`src/sv/tcw_ram.sv`:
```
// Generic single-clock RAM: one write port, one read port, registered read.
// Stands alone; depends on nothing.
module tcw_ram #(
  parameter int WIDTH = 16,
  parameter int DEPTH = 256,
  localparam int AW = (DEPTH > 1) ? $clog2(DEPTH) : 1
) (
  input  logic             clk,
  input  logic             we,
  input  logic [AW-1:0]    waddr,
  input  logic [WIDTH-1:0] wdata,
  input  logic             re,
  input  logic [AW-1:0]    raddr,
  output logic [WIDTH-1:0] rdata
);

  logic [WIDTH-1:0] mem [DEPTH];
  logic [WIDTH-1:0] rdata_r;

  always_ff @(posedge clk) begin
    if (we) begin
      mem[waddr] <= wdata;
    end
    if (re) begin
      rdata_r <= mem[raddr];
    end
  end

  assign rdata = rdata_r;

endmodule

```
`config.mk`:
```
export PLATFORM = sky130hd
export DESIGN_NAME = tcw_ram
export DESIGN_NICKNAME = d
export VERILOG_FILES = /design/src/sv/tcw_ram.sv
export SDC_FILE = /design/constraint.sdc
export NUM_CORES = 2
export LEC_CHECK = 0
export ABC_CLOCK_PERIOD_IN_PS = 7700
export BUFFER_PORTS_ARGS = -buffer_cell sky130_fd_sc_hd__buf_2
export CAP_MARGIN = 20
export CORE_ASPECT_RATIO = 0.75
export CORE_MARGIN = 2
export CORE_UTILIZATION = 40
export DETAILED_ROUTE_END_ITERATION = 7
export SYNTH_ARGS = -nofsm -noshare
export SYNTH_HDL_FRONTEND = slang
export SYNTH_SLANG_ARGS = --single-unit
```
`constraint.sdc`:
```
create_clock -name clk -period 7.7 [get_ports clk]
set_input_delay 0.77 -clock clk [delete_from_list [all_inputs] [get_ports clk]]
set_output_delay 0.77 -clock clk [all_outputs]
set_load 0.005 [all_outputs]
```
==> results.json <==
{
  "yosys_warnings": 0,
  "crit_path_end_kind": "flip-flop",
  "hold_depth": 1,
  "die_x_um": 732,
  "cp.required_ns": 8.45,
  "die_h_um": 550,
  "multi_input_area_um2": 33000,
  "synthAdderAreaFrac_pct": 0,
  "cts.sinks": 4112,
  "wirelength_mm": 436,
  "slew_headroom_pct": 0.0897,
  "holdWs_ns": 0.285,
  "hold_viol": 0,
  "antenna_found_initial": 37,
  "min_period_over_period_pct": 57.1,
  "hpwl_mm": 254,
  "cts_buffers": 396,
  "start_kind": "input pin",
  "finalSetupViolations": 0,
  "min_period_ns": 4.40,
  "grt_usage_pct": 21.2,
  "cts_buffer_depth": 4,
  "nets": 7806,
  "r2r_start": "mem[139][15]",
  "ant_nets": 0,
  "drive_gt1_share_pct": 24.6,
  "drc": 0,
  "yosys_register_bits": 4112,
  "synth_nets": 7395,
  "dieArea_um2": 402000,
  "final_area_um2": 179000,
  "initial_core_util_pct": 40.2,
  "reg2regPathDepth": 6,
  "synth_compound_area_share_pct": 3.53,
  "total_power_uw": 45700,
  "hp-class": "input pin to flip-flop",
  "crit_type": "input pin to flip-flop",
  "hold_end": "mem[110][10]",
  "hold_start": "wdata[10]",
  "cp.arrival_ns": 5.15,
  "p_leak_uw": 0.0561,
  "rr_endpoint": "rdata[15]",
  "synth-simple-area-share_pct": 1.57,
  "fmax_ghz": 0.227,
  "synthCells": 7360,
  "fin_setup_tns_ns": 0,
  "postCtsHoldBufs": 0,
  "async_flop_share_pct": 0,
  "htree_levels": 5,
  "insertion_delay_ns": 0.94,
  "tightestPinTransition_ns": 1.50,
  "routabilityCongestion": 0.873,
  "peakVddDrop_uv": 204,
  "synth_xor_area_share_pct": 0,
  "area.sequential_um2": 123000,
  "syn_avg_cell_area_um2": 21.6,
  "viasPerCell": 5.98,
  "io_pins": 51,
  "grt_overflow": 0,
  "cap_violations": 0,
  "r2r_setup_slack_ns": 4.17,
  "cts_tree": "done",
  "synth_top_flop_cell": "edfxtp_1",
  "syn2layout_area_growth_pct": 12.9,
  "fin_skew_ns": 0.0574,
  "placed_area_um2": 167000,
  "dr.pass1.iters": 6,
  "yosysSeqAreaShare_pct": 77.7,
  "syn_area_um2": 159000,
  "final_util_pct": 45.3,
  "postCtsSetupBuffers": 0,
  "io_buffers": 50,
  "grt_pass1_wl_mm": 607,
  "grt_max_degree": 161,
  "ys_types": 51,
  "core.rowCount": 200,
  "maxSlewViolCount": 0,
  "crit_path_max_fanout": 57,
  "synth_edf_count": 4112,
  "rsz0062_at_grt": "false",
  "synth_top_family_by_area": "multiplexers",
  "core_um2": 396000,
  "first_iter_violations": 12049,
  "p_per_area_nw_per_um2": 255,
  "grt_pass1_vias": 76990,
  "n_fill_cell": 32721,
  "root_buffer": "clkbuf_16",
  "wire_per_inst_um": 32.7,
  "cts_resized": 0,
  "clk_pin_slew_ns": 0.06,
  "synth_mux_area_share_pct": 15.5,
  "status": "finished clean",
  "vias": 79797
}
through the flow:
stage	cells	setup WS, ns
floorplan	7360	4.68
global placement	12595	2.13
detailed placement	12611	2.39
CTS	13318	3.39
global route	13333	3.27
finish	13341	3.30
layer usage:
layer  track usage, %  up-vias  share of wire [%]  wire [um]
li1                 -    32142                  -          -
met1             31.6    42747                 42     183000
met2             31.7     4269                 45     195000
met3             4.79      631                 11      46300
met4             5.23        8                2.6      11500
met5                0        -              0.014         59
report_power, final:
part / switching [uW] / internal (uW) / total (uW)
logic: 1540 / 743 / 2280
registers: 30.8 / 24700 / 24700
clock network: 8260 / 10400 / 18700
total: 9830 / 35900 / 45700
Yosys cell counts, types with 43 or more instances:
cell | count | area (um^2)
nor3_1 | 92 | 460
a22oi_1 | 43 | 323
mux2_2 | 88 | 991
nor2_1 | 304 | 1140
o221ai_1 | 252 | 2210
mux2i_1 | 565 | 5660
mux4_2 | 797 | 17900
a21oi_1 | 175 | 876
buf_6 | 77 | 867
clkbuf_1 | 230 | 863
o22ai_1 | 148 | 926
buf_2 | 76 | 380
edfxtp_1 | 4112 | 123000
registers in the layout, summed over array words and instances, names as in the netlist:
signal and count:
mem 4096, rdata 16
worst max-delay path by stage:
stage / from / to
CTS: raddr[4] / rdata[4]
floorplan: raddr[0] / rdata[4]
finish: raddr[4] / rdata[4]
global route: raddr[0] / rdata[7]
detailed placement: raddr[4] / rdata[4]
global placement: raddr[4] / rdata[7]
cell usage in the layout (no fill, tap or decap), types with 67 or more instances in the layout:
cell       instances
edfxtp_1        4112
mux4_2           797
mux2i_1          565
clkbuf_16        404
buf_4            370
o221ai_1         252
nor2_1           224
a21oi_1          175
o22ai_1          148
clkinv_1          95
nor3_1            89
mux2_2            88
clkbuf_1          82
nor2_2            79
clkinv_2          67
final cells by class:
type | count | share of cell area (%)
clock buffers | 486 | 5.81
well taps | 5252 | 3.66
clock inverters | 221 | 1.01
repair buffers | 465 | 2.25
diodes | 9 | 0.0126
inverters | 4 | 0.0153
multi-input cells | 2792 | 18.4
flip-flops and latches | 4112 | 68.8
cell families after synthesis:
family,count (synthesis)
buffers and inverters,456
flip-flops,4112
multiplexers,1450
AO/OA/AOI/OAI,786
AND/OR/NAND/NOR,556
worst max-delay path, cell delays in order:
cell      delay (ns)
buf_6           0.27
inv_6           0.62
buf_4           0.58
buf_4           0.61
a221oi_1        0.14
o21ai_0         0.53
nand4_1         0.64
or4b_1          0.72
nor4_2          0.16
(Power assumes the default switching activity.)
