`src/sv/tcw_pkg.sv`:
```
// Shared types and constants for the text console writer.
// Holds default geometry, control character codes, the item and result
// records and the sequencer state codes; depends on nothing.
package tcw_pkg;

  // Default geometry, handed to the top-level parameters
  localparam int DEF_SCREEN_COLUMNS = 80;
  localparam int DEF_SCREEN_ROWS    = 25;
  localparam int DEF_TAB_STOP       = 4;

  // Character codes treated specially by put mode, and the space used for blanks
  localparam logic [7:0] CH_NUL       = 8'h00;
  localparam logic [7:0] CH_BACKSPACE = 8'h08;
  localparam logic [7:0] CH_TAB       = 8'h09;
  localparam logic [7:0] CH_NEWLINE   = 8'h0A;
  localparam logic [7:0] CH_RETURN    = 8'h0D;
  localparam logic [7:0] CH_SPACE     = 8'h20;

  // Attribute byte after reset
  localparam logic [7:0] RESET_ATTR = 8'h0F;

  typedef enum logic [1:0] {
    MODE_PUT   = 2'd0,
    MODE_READ  = 2'd1,
    MODE_SET   = 2'd2,
    MODE_CLEAR = 2'd3
  } mode_t;

  typedef struct packed {
    mode_t      mode;
    logic [7:0] char_code;
    logic [10:0] cell_index;
    logic [7:0] target_column;
    logic [7:0] target_row;
  } item_t;

  typedef struct packed {
    logic [15:0] read_cell;
    logic [10:0] cursor_position;
  } result_t;

  typedef enum logic [2:0] {
    ST_IDLE,
    ST_READ,
    ST_PUT,
    ST_TAB,
    ST_SCROLL,
    ST_FILL,
    ST_DONE
  } eng_state_t;

  // What follows a scroll or a fill sweep
  typedef enum logic [1:0] {
    PEND_DONE,
    PEND_TAB,
    PEND_CHAR,
    PEND_IDLE
  } pend_t;

endpackage

```
`src/sv/tcw_engine.sv`:
```
// Console sequencer: cursor registers and the read-modify-write walk over
// the screen store. Depends on tcw_pkg; drives the ports of one tcw_ram.
module tcw_engine
  import tcw_pkg::*;
#(
  parameter int SCREEN_COLUMNS = DEF_SCREEN_COLUMNS,
  parameter int SCREEN_ROWS    = DEF_SCREEN_ROWS,
  parameter int TAB_STOP       = DEF_TAB_STOP,
  localparam int CELL_COUNT = SCREEN_COLUMNS * SCREEN_ROWS,
  localparam int ADDR_W     = $clog2(CELL_COUNT)
) (
  input  logic              clk,
  input  logic              rst_n,
  input  logic              start_i,
  input  item_t             item_i,
  input  logic [7:0]        attr_i,
  output logic              idle_o,
  output logic              done_o,
  output result_t           res_o,
  input  logic              ack_i,
  output logic              mem_we,
  output logic [ADDR_W-1:0] mem_waddr,
  output logic [15:0]       mem_wdata,
  output logic              mem_re,
  output logic [ADDR_W-1:0] mem_raddr,
  input  logic [15:0]       mem_rdata
);

  localparam int COL_W  = $clog2(SCREEN_COLUMNS + 1);
  localparam int LINE_W = $clog2(SCREEN_ROWS);
  localparam int POS_W  = $clog2(CELL_COUNT + 1);
  localparam int PTR_W  = POS_W;
  // Reciprocal of the tab stop in 16 fractional bits, rounded up
  localparam int TAB_RECIP = ((1 << 16) + TAB_STOP - 1) / TAB_STOP;
  localparam int PROD_W    = COL_W + 17;

  eng_state_t        state_r, state_nxt;
  pend_t             pend_r, pend_nxt;
  logic [COL_W-1:0]  col_r, col_nxt;
  logic [LINE_W-1:0] line_r, line_nxt;
  logic [PTR_W-1:0]  rd_ptr_r, rd_ptr_nxt;
  logic              rd_pend_r, rd_pend_nxt;
  logic [ADDR_W-1:0] fill_ptr_r, fill_ptr_nxt;
  logic [15:0]       fill_word_r, fill_word_nxt;
  logic [7:0]        put_ch_r, put_ch_nxt;
  logic              adv_r, adv_nxt;
  logic [15:0]       cell_r, cell_nxt;
  logic              in_range_r, in_range_nxt;

  logic [POS_W-1:0]      pos;
  logic [POS_W+10:0]     pos_ext;
  logic [ADDR_W+10:0]    idx_ext;
  logic                  last_line;
  logic [COL_W-1:0]      col_inc;
  logic [PROD_W-1:0]     tab_prod;
  logic                  tab_hit;
  logic                  go_line;
  pend_t                 after_line;

  function automatic eng_state_t pend_state(pend_t p);
    eng_state_t s;
    case (p)
      PEND_TAB:  s = ST_TAB;
      PEND_CHAR: s = ST_PUT;
      PEND_IDLE: s = ST_IDLE;
      default:   s = ST_DONE;
    endcase
    return s;
  endfunction

  assign pos       = POS_W'(line_r) * POS_W'(SCREEN_COLUMNS) + POS_W'(col_r);
  assign pos_ext   = {11'b0, pos};
  assign idx_ext   = {{ADDR_W{1'b0}}, item_i.cell_index};
  assign last_line = (line_r == LINE_W'(SCREEN_ROWS - 1));
  assign col_inc   = col_r + 1'b1;

  // Tab stop test: with col = q*T + r, the low 16 bits of col * recip stay
  // below recip exactly when r is zero.
  assign tab_prod = PROD_W'(col_inc) * PROD_W'(TAB_RECIP);
  assign tab_hit  = ({1'b0, tab_prod[15:0]} < 17'(TAB_RECIP));

  always_comb begin
    state_nxt     = state_r;
    pend_nxt      = pend_r;
    col_nxt       = col_r;
    line_nxt      = line_r;
    rd_ptr_nxt    = rd_ptr_r;
    rd_pend_nxt   = 1'b0;
    fill_ptr_nxt  = fill_ptr_r;
    fill_word_nxt = fill_word_r;
    put_ch_nxt    = put_ch_r;
    adv_nxt       = adv_r;
    cell_nxt      = cell_r;
    in_range_nxt  = in_range_r;
    mem_we        = 1'b0;
    mem_waddr     = '0;
    mem_wdata     = '0;
    mem_re        = 1'b0;
    mem_raddr     = '0;
    go_line       = 1'b0;
    after_line    = PEND_DONE;

    case (state_r)
      ST_IDLE: begin
        if (start_i) begin
          cell_nxt = '0;
          case (item_i.mode)
            MODE_PUT: begin
              case (item_i.char_code)
                CH_NUL: begin
                  state_nxt = ST_DONE;
                end
                CH_NEWLINE: begin
                  go_line    = 1'b1;
                  after_line = PEND_DONE;
                end
                CH_RETURN: begin
                  col_nxt   = '0;
                  state_nxt = ST_DONE;
                end
                CH_TAB: begin
                  put_ch_nxt = CH_SPACE;
                  if (col_r >= COL_W'(SCREEN_COLUMNS)) begin
                    go_line    = 1'b1;
                    after_line = PEND_TAB;
                  end else begin
                    state_nxt = ST_TAB;
                  end
                end
                CH_BACKSPACE: begin
                  put_ch_nxt = CH_SPACE;
                  adv_nxt    = 1'b0;
                  if (col_r != '0) begin
                    col_nxt = col_r - 1'b1;
                  end else if (line_r != '0) begin
                    line_nxt = line_r - 1'b1;
                    col_nxt  = COL_W'(SCREEN_COLUMNS - 1);
                  end
                  state_nxt = ST_PUT;
                end
                default: begin
                  put_ch_nxt = item_i.char_code;
                  adv_nxt    = 1'b1;
                  if (col_r >= COL_W'(SCREEN_COLUMNS)) begin
                    go_line    = 1'b1;
                    after_line = PEND_CHAR;
                  end else begin
                    state_nxt = ST_PUT;
                  end
                end
              endcase
            end
            MODE_READ: begin
              in_range_nxt = (idx_ext < (ADDR_W + 11)'(CELL_COUNT));
              mem_re       = 1'b1;
              mem_raddr    = idx_ext[ADDR_W-1:0];
              state_nxt    = ST_READ;
            end
            MODE_SET: begin
              col_nxt  = (item_i.target_column >= 8'(SCREEN_COLUMNS)) ?
                         COL_W'(SCREEN_COLUMNS - 1) : COL_W'(item_i.target_column);
              line_nxt = (item_i.target_row >= 8'(SCREEN_ROWS)) ?
                         LINE_W'(SCREEN_ROWS - 1) : LINE_W'(item_i.target_row);
              state_nxt = ST_DONE;
            end
            default: begin
              col_nxt       = '0;
              line_nxt      = '0;
              fill_ptr_nxt  = '0;
              fill_word_nxt = {attr_i, CH_SPACE};
              pend_nxt      = PEND_DONE;
              state_nxt     = ST_FILL;
            end
          endcase
        end
      end

      ST_READ: begin
        cell_nxt  = in_range_r ? mem_rdata : '0;
        state_nxt = ST_DONE;
      end

      ST_PUT: begin
        mem_we    = 1'b1;
        mem_waddr = pos[ADDR_W-1:0];
        mem_wdata = {attr_i, put_ch_r};
        if (adv_r) begin
          col_nxt = col_inc;
        end
        state_nxt = ST_DONE;
      end

      ST_TAB: begin
        mem_we    = 1'b1;
        mem_waddr = pos[ADDR_W-1:0];
        mem_wdata = {attr_i, CH_SPACE};
        col_nxt   = col_inc;
        if (col_inc >= COL_W'(SCREEN_COLUMNS) || tab_hit) begin
          state_nxt = ST_DONE;
        end
      end

      ST_SCROLL: begin
        // Write back the row-below cell fetched last cycle, one row up
        if (rd_pend_r) begin
          mem_we    = 1'b1;
          mem_waddr = ADDR_W'(rd_ptr_r - PTR_W'(SCREEN_COLUMNS + 1));
          mem_wdata = mem_rdata;
        end
        if (rd_ptr_r != PTR_W'(CELL_COUNT)) begin
          mem_re      = 1'b1;
          mem_raddr   = rd_ptr_r[ADDR_W-1:0];
          rd_ptr_nxt  = rd_ptr_r + 1'b1;
          rd_pend_nxt = 1'b1;
        end else begin
          fill_ptr_nxt  = ADDR_W'(CELL_COUNT - SCREEN_COLUMNS);
          fill_word_nxt = {attr_i, CH_SPACE};
          state_nxt     = ST_FILL;
        end
      end

      ST_FILL: begin
        mem_we    = 1'b1;
        mem_waddr = fill_ptr_r;
        mem_wdata = fill_word_r;
        if (fill_ptr_r == ADDR_W'(CELL_COUNT - 1)) begin
          state_nxt = pend_state(pend_r);
        end else begin
          fill_ptr_nxt = fill_ptr_r + 1'b1;
        end
      end

      ST_DONE: begin
        if (ack_i) begin
          state_nxt = ST_IDLE;
        end
      end

      default: begin
        state_nxt = ST_IDLE;
      end
    endcase

    // Advance to the next line, or scroll from the bottom one
    if (go_line) begin
      col_nxt = '0;
      if (!last_line) begin
        line_nxt  = line_r + 1'b1;
        state_nxt = pend_state(after_line);
      end else begin
        pend_nxt    = after_line;
        rd_ptr_nxt  = PTR_W'(SCREEN_COLUMNS);
        rd_pend_nxt = 1'b0;
        state_nxt   = ST_SCROLL;
      end
    end
  end

  always_ff @(posedge clk) begin
    if (!rst_n) begin
      state_r     <= ST_FILL;
      pend_r      <= PEND_IDLE;
      col_r       <= '0;
      line_r      <= '0;
      rd_ptr_r    <= '0;
      rd_pend_r   <= 1'b0;
      fill_ptr_r  <= '0;
      fill_word_r <= {RESET_ATTR, CH_SPACE};
    end else begin
      state_r     <= state_nxt;
      pend_r      <= pend_nxt;
      col_r       <= col_nxt;
      line_r      <= line_nxt;
      rd_ptr_r    <= rd_ptr_nxt;
      rd_pend_r   <= rd_pend_nxt;
      fill_ptr_r  <= fill_ptr_nxt;
      fill_word_r <= fill_word_nxt;
    end
  end

  always_ff @(posedge clk) begin
    put_ch_r   <= put_ch_nxt;
    adv_r      <= adv_nxt;
    cell_r     <= cell_nxt;
    in_range_r <= in_range_nxt;
  end

  assign idle_o                = (state_r == ST_IDLE);
  assign done_o                = (state_r == ST_DONE);
  assign res_o.read_cell       = cell_r;
  assign res_o.cursor_position = pos_ext[10:0];

endmodule

```
`config.mk`:
```
export PLATFORM = sky130hd
export DESIGN_NAME = tcw_engine
export DESIGN_NICKNAME = d
export VERILOG_FILES = /design/src/sv/tcw_pkg.sv /design/src/sv/tcw_engine.sv
export SDC_FILE = /design/constraint.sdc
export NUM_CORES = 1
export LEC_CHECK = 0
export BUFFER_PORTS_ARGS = -buffer_cell sky130_fd_sc_hd__buf_2
export CAP_MARGIN = 20
export CORE_MARGIN = 1.5
export CORE_UTILIZATION = 45
export DETAILED_ROUTE_END_ITERATION = 10
export GPL_TIMING_DRIVEN = 0
export PLACE_DENSITY = 0.75
export SYNTH_ARGS = -nofsm -noshare
export SYNTH_HDL_FRONTEND = slang
export SYNTH_SLANG_ARGS = --single-unit
```
`constraint.sdc`:
```
create_clock -name clk -period 2.27 [get_ports clk]
set_input_delay 0.227 -clock clk [delete_from_list [all_inputs] [get_ports clk]]
set_output_delay 0.227 -clock clk [all_outputs]
set_load 0.02 [all_outputs]
```
==> summary.md <==
| Metric | Value |
|---|---|
| Clock transition at path regs | ~60 ps |
| Post-synth ARST share | 0 |
| Multiplexer share of the synthesized area | 0.0252 |
| Outcome | finished with violations |
| TritonCTS clock tree | built |
| Fill count | 916 |
| XOR/XNOR share of the synthesized area | 0.0587 |
| GPL Wtd Cong | 0.945 |
| Clk network pwr share | 0.499 |
| Cell Area, Synth | 0.00522 mm2 |
| Post-layout minimum cycle time | 2890 ps |
| Syn_area_per_cell | 8.18 um2 |
| Failing checks | negative setup slack |
| Final setup viols | 18 |
| Unrepaired setup endpoints after global routing | true |
| Crit Path Category | reg2out |
| Hold_buf cts | 0 |
| WHS | 144 ps |
| Worst-path maximum fanout | 2 |
| Placed Instances | 914 |
| Combinational fraction of design power | 0.058 |
| Hold WC Path Type | in2reg |
| Drt total wl | 18,400 um |
| Post-synthesis compound-gate area fraction | 0.226 |
| Number of diodes | 0 |
| TritonRoute pass-1 iters | 6 |
| HP Start | attr_i[1] |
| Arrival time worst endpoint | 2660 ps |
| Num CTS Buffers | 9 |
| Worst vdd ir | 0.309 mV |
| Startpoint Class | flop |
| Design Power | around 3100 uW |
| Synth area leaders | dfxtp_1 18%, edfxtp_1 15%, ha_1 4.8% |
| Largest family of logic cells by synthesized area | simple AND/OR/NAND/NOR gates |
| DRC Markers | 0 |
| Flop pwr share | 0.443 |
| Net switching power | ~700 uW |
| Period utilization | 1.27 |
| Vias per cell | 6.26 |
| Synth top cells by count | 48 x dfxtp_1, 48 x nand2_1, 45 x nor2_1 |
| Non-Filler Instances | 953 |
| CP startpoint | line_r[3] |
| First-pass GRT wire length | 28,200 um |
| Root Buffer Master | clkbuf_16 |
| Clock skew | about 8.5 ps |
| Ys Warns | 0 |
| Clock Sinks | 74 |
| DPL Wire Length | roughly 13,000 um |
| Routed vias | 5,968 |
| Ports | roughly 130 |
| Wire per inst | 19.3 um |
| Nets | 892 |
| Worst r2r src | line_r[1] |
| Placement Cell Area | around 0.0061 mm2 |
| Synth Instances | 638 |
| DIE HEIGHT | 111 um |
| Fraction of the mapped netlist area in adder cells | 0.0556 |
| Clk Latency, worst-skew pair | between 300 and 400 ps |
| Share of cells above drive strength 1 | 0.368 |
| Post-route ant nets | 0 |
| Area Overhead vs Synth | 40.8% |
| H-tree level count | 3 |
| Internal Pwr Total | 2380 uW |
| #FFs+latches synth | 74 |
| GRT Total Usage | 0.282 |
| IO buf count | between 100 and 150 |
| Critical Path RT | just over 2000 ps |
| DRT iter0 DRCs | between 700 and 800 |
| Final slew viol count | 0 |
| Max Cap Viol | 0 |
| Count of flip-flops with a built-in enable after synthesis | 26 |
| Main synth FF type | dfxtp_1 |
| Die area | roughly 0.012 mm2 |
| Initial antenna violation count | 0 |
| PnR worst setup slack | -621 ps |
| Max Fclk | 0.346 GHz |
| Post-Synth Simple-Gate Area | 0.236 |
| Post-synth top area share | 0.184 |
| Core footprint | roughly 0.011 mm2 |
| Initial Util | 0.459 |
| Worst Tran Pin Value | 735 ps |
| Largest net degree at the start of global routing | 17 |
| Die X | approximately 110 um |
| Site Rows | 39 |
| Overflow after GRT | 0 |
| Design area | 0.00735 mm2 |
| Final hold viol count | 0 |
| Cell area power density | 418 mW/mm2 |
| Synth area leader | dfxtp_1 |
| Worst setup EP type | primary output |
| Syn Nets | 725 |
| Sw frac | 0.224 |
| Max_slew headroom | 0.509 |
| Leak pwr | 0.00316 uW |
| Clock Path Buffers | 2 |
| Vias in the first global route | 5,632 |
| Seq/Total Area, Yosys | 0.334 |
| Yosys cell types | 70 |
-- cell usage in the layout, fill, tap and decap left out, types with 5 or more instances in the layout --
cell         n
or3_1        8
dfxtp_4     13
clkbuf_1    12
clkbuf_4     5
inv_1       18
nand2_1     45
ha_4         9
inv_2        5
clkbuf_16    9
dfxtp_1     32
a21oi_1     31
and3_1       9
xnor2_1     14
nor2b_1      5
a22oi_1     10
and2_1      22
nand3_1     27
a31oi_1      5
a222oi_1     8
mux2i_1     12
buf_4       41
xor2_1      14
a22o_1      17
o21ai_1     24
a211oi_1     9
nor4_1       8
o21ai_0     23
edfxtp_1    26
buf_6       28
buf_2      117
nand2b_1     6
clkbuf_2     6
nor3_1      17
o31ai_1      5
nand4_1      8
ha_1        10
nor2_1      41
-- through the flow --
step / util / setup slack [ps] / setup TNS (ps)
after floorplan: - / -248 / -424
after global placement: 0.539 / -455 / -25210
after detailed placement: 0.539 / -489 / -30030
after CTS: 0.618 / -592 / -4440
after global routing: 0.646 / -682 / -5230
final: 0.646 / -621 / -3570
-- cells by family (layout without fill, tap and decap cells) --
family	count (synthesis)	after routing
AOI/OAI and AO/OA	177	177
xor gates and xnor gates	35	35
adders and majority gates	22	22
buffers and inverters	82	254
DFF	74	74
muxes	13	13
and+or+nand+nor	235	235
-- power by group through the flow --
stage	sequential, uW	combinational, uW	clock [uW]
floorplan	1400	70.6	0
global placement	1400	161	0
detailed placement	1400	167	0
CTS	1370	170	1530
global route	1360	195	1590
finish	1360	179	1530
-- area by class of cell --
| type | count | area (um2) | share of cell area |
|---|---|---|---|
| Inverter | 27 | 111 | 0.0152 |
| Sequential cell | 74 | 1790 | 0.244 |
| Clock inverter | 6 | 81.3 | 0.0111 |
| Tap cell | 143 | 179 | 0.0244 |
| Timing Repair Buffer | 169 | 1070 | 0.145 |
| Buffer | 42 | 283 | 0.0385 |
| Clock buffer | 10 | 229 | 0.0312 |
| Multi-Input combinational cell | 482 | 3600 | 0.490 |
-- critical path, cell delays in order, from the launching register on --
cell	delay, ps
dfxtp_4	350
ha_4	240
ha_4	150
inv_2	50
fa_2	460
nor4b_4	340
xnor2_2	120
xnor2_2	170
a22oi_2	190
o21ai_2	90
buf_6	140
-- state kept, by name (all words and copies together), names as in the netlist, 3 cells and up --
name and count:
cell_r 16, fill_word_r 8, fill_ptr_r 11, line_r 5, col_r 7, rd_ptr_r 11, state_r 3, put_ch_r 8
-- final timing paths --
| kind | endpoint | depth (start not counted) | slack [ps] |
|---|---|---|---|
| max | mem_waddr[10] | 10 | -620 |
| min | fill_word_r[9] | 3 | 140 |
| max reg2reg | col_r[1] | 12 | -130 |
| min reg2reg | fill_word_r[14] | 2 | 500 |
-- routing by layer --
metal | global-route usage | vias up | part of all wire | wire, um
met4 | 0.132 | 0 | 0.039 | 718
met5 | 0 | - | 0 | 0
met3 | 0.0437 | 71 | 0.092 | 1700
met2 | 0.470 | 397 | 0.47 | 8670
met1 | 0.360 | 2812 | 0.40 | 7310
li1 | - | 2688 | - | -
-- repair_timing --
action / 4_1_cts / 5_1_grt
cloned: 1 / 1
resized for setup: 131 / 79
pin swaps: 19 / 26
setup endpoints to repair: 115 / 95
setup buffers: 24 / 12
Note: power is estimated with default switching activity, not from simulation.
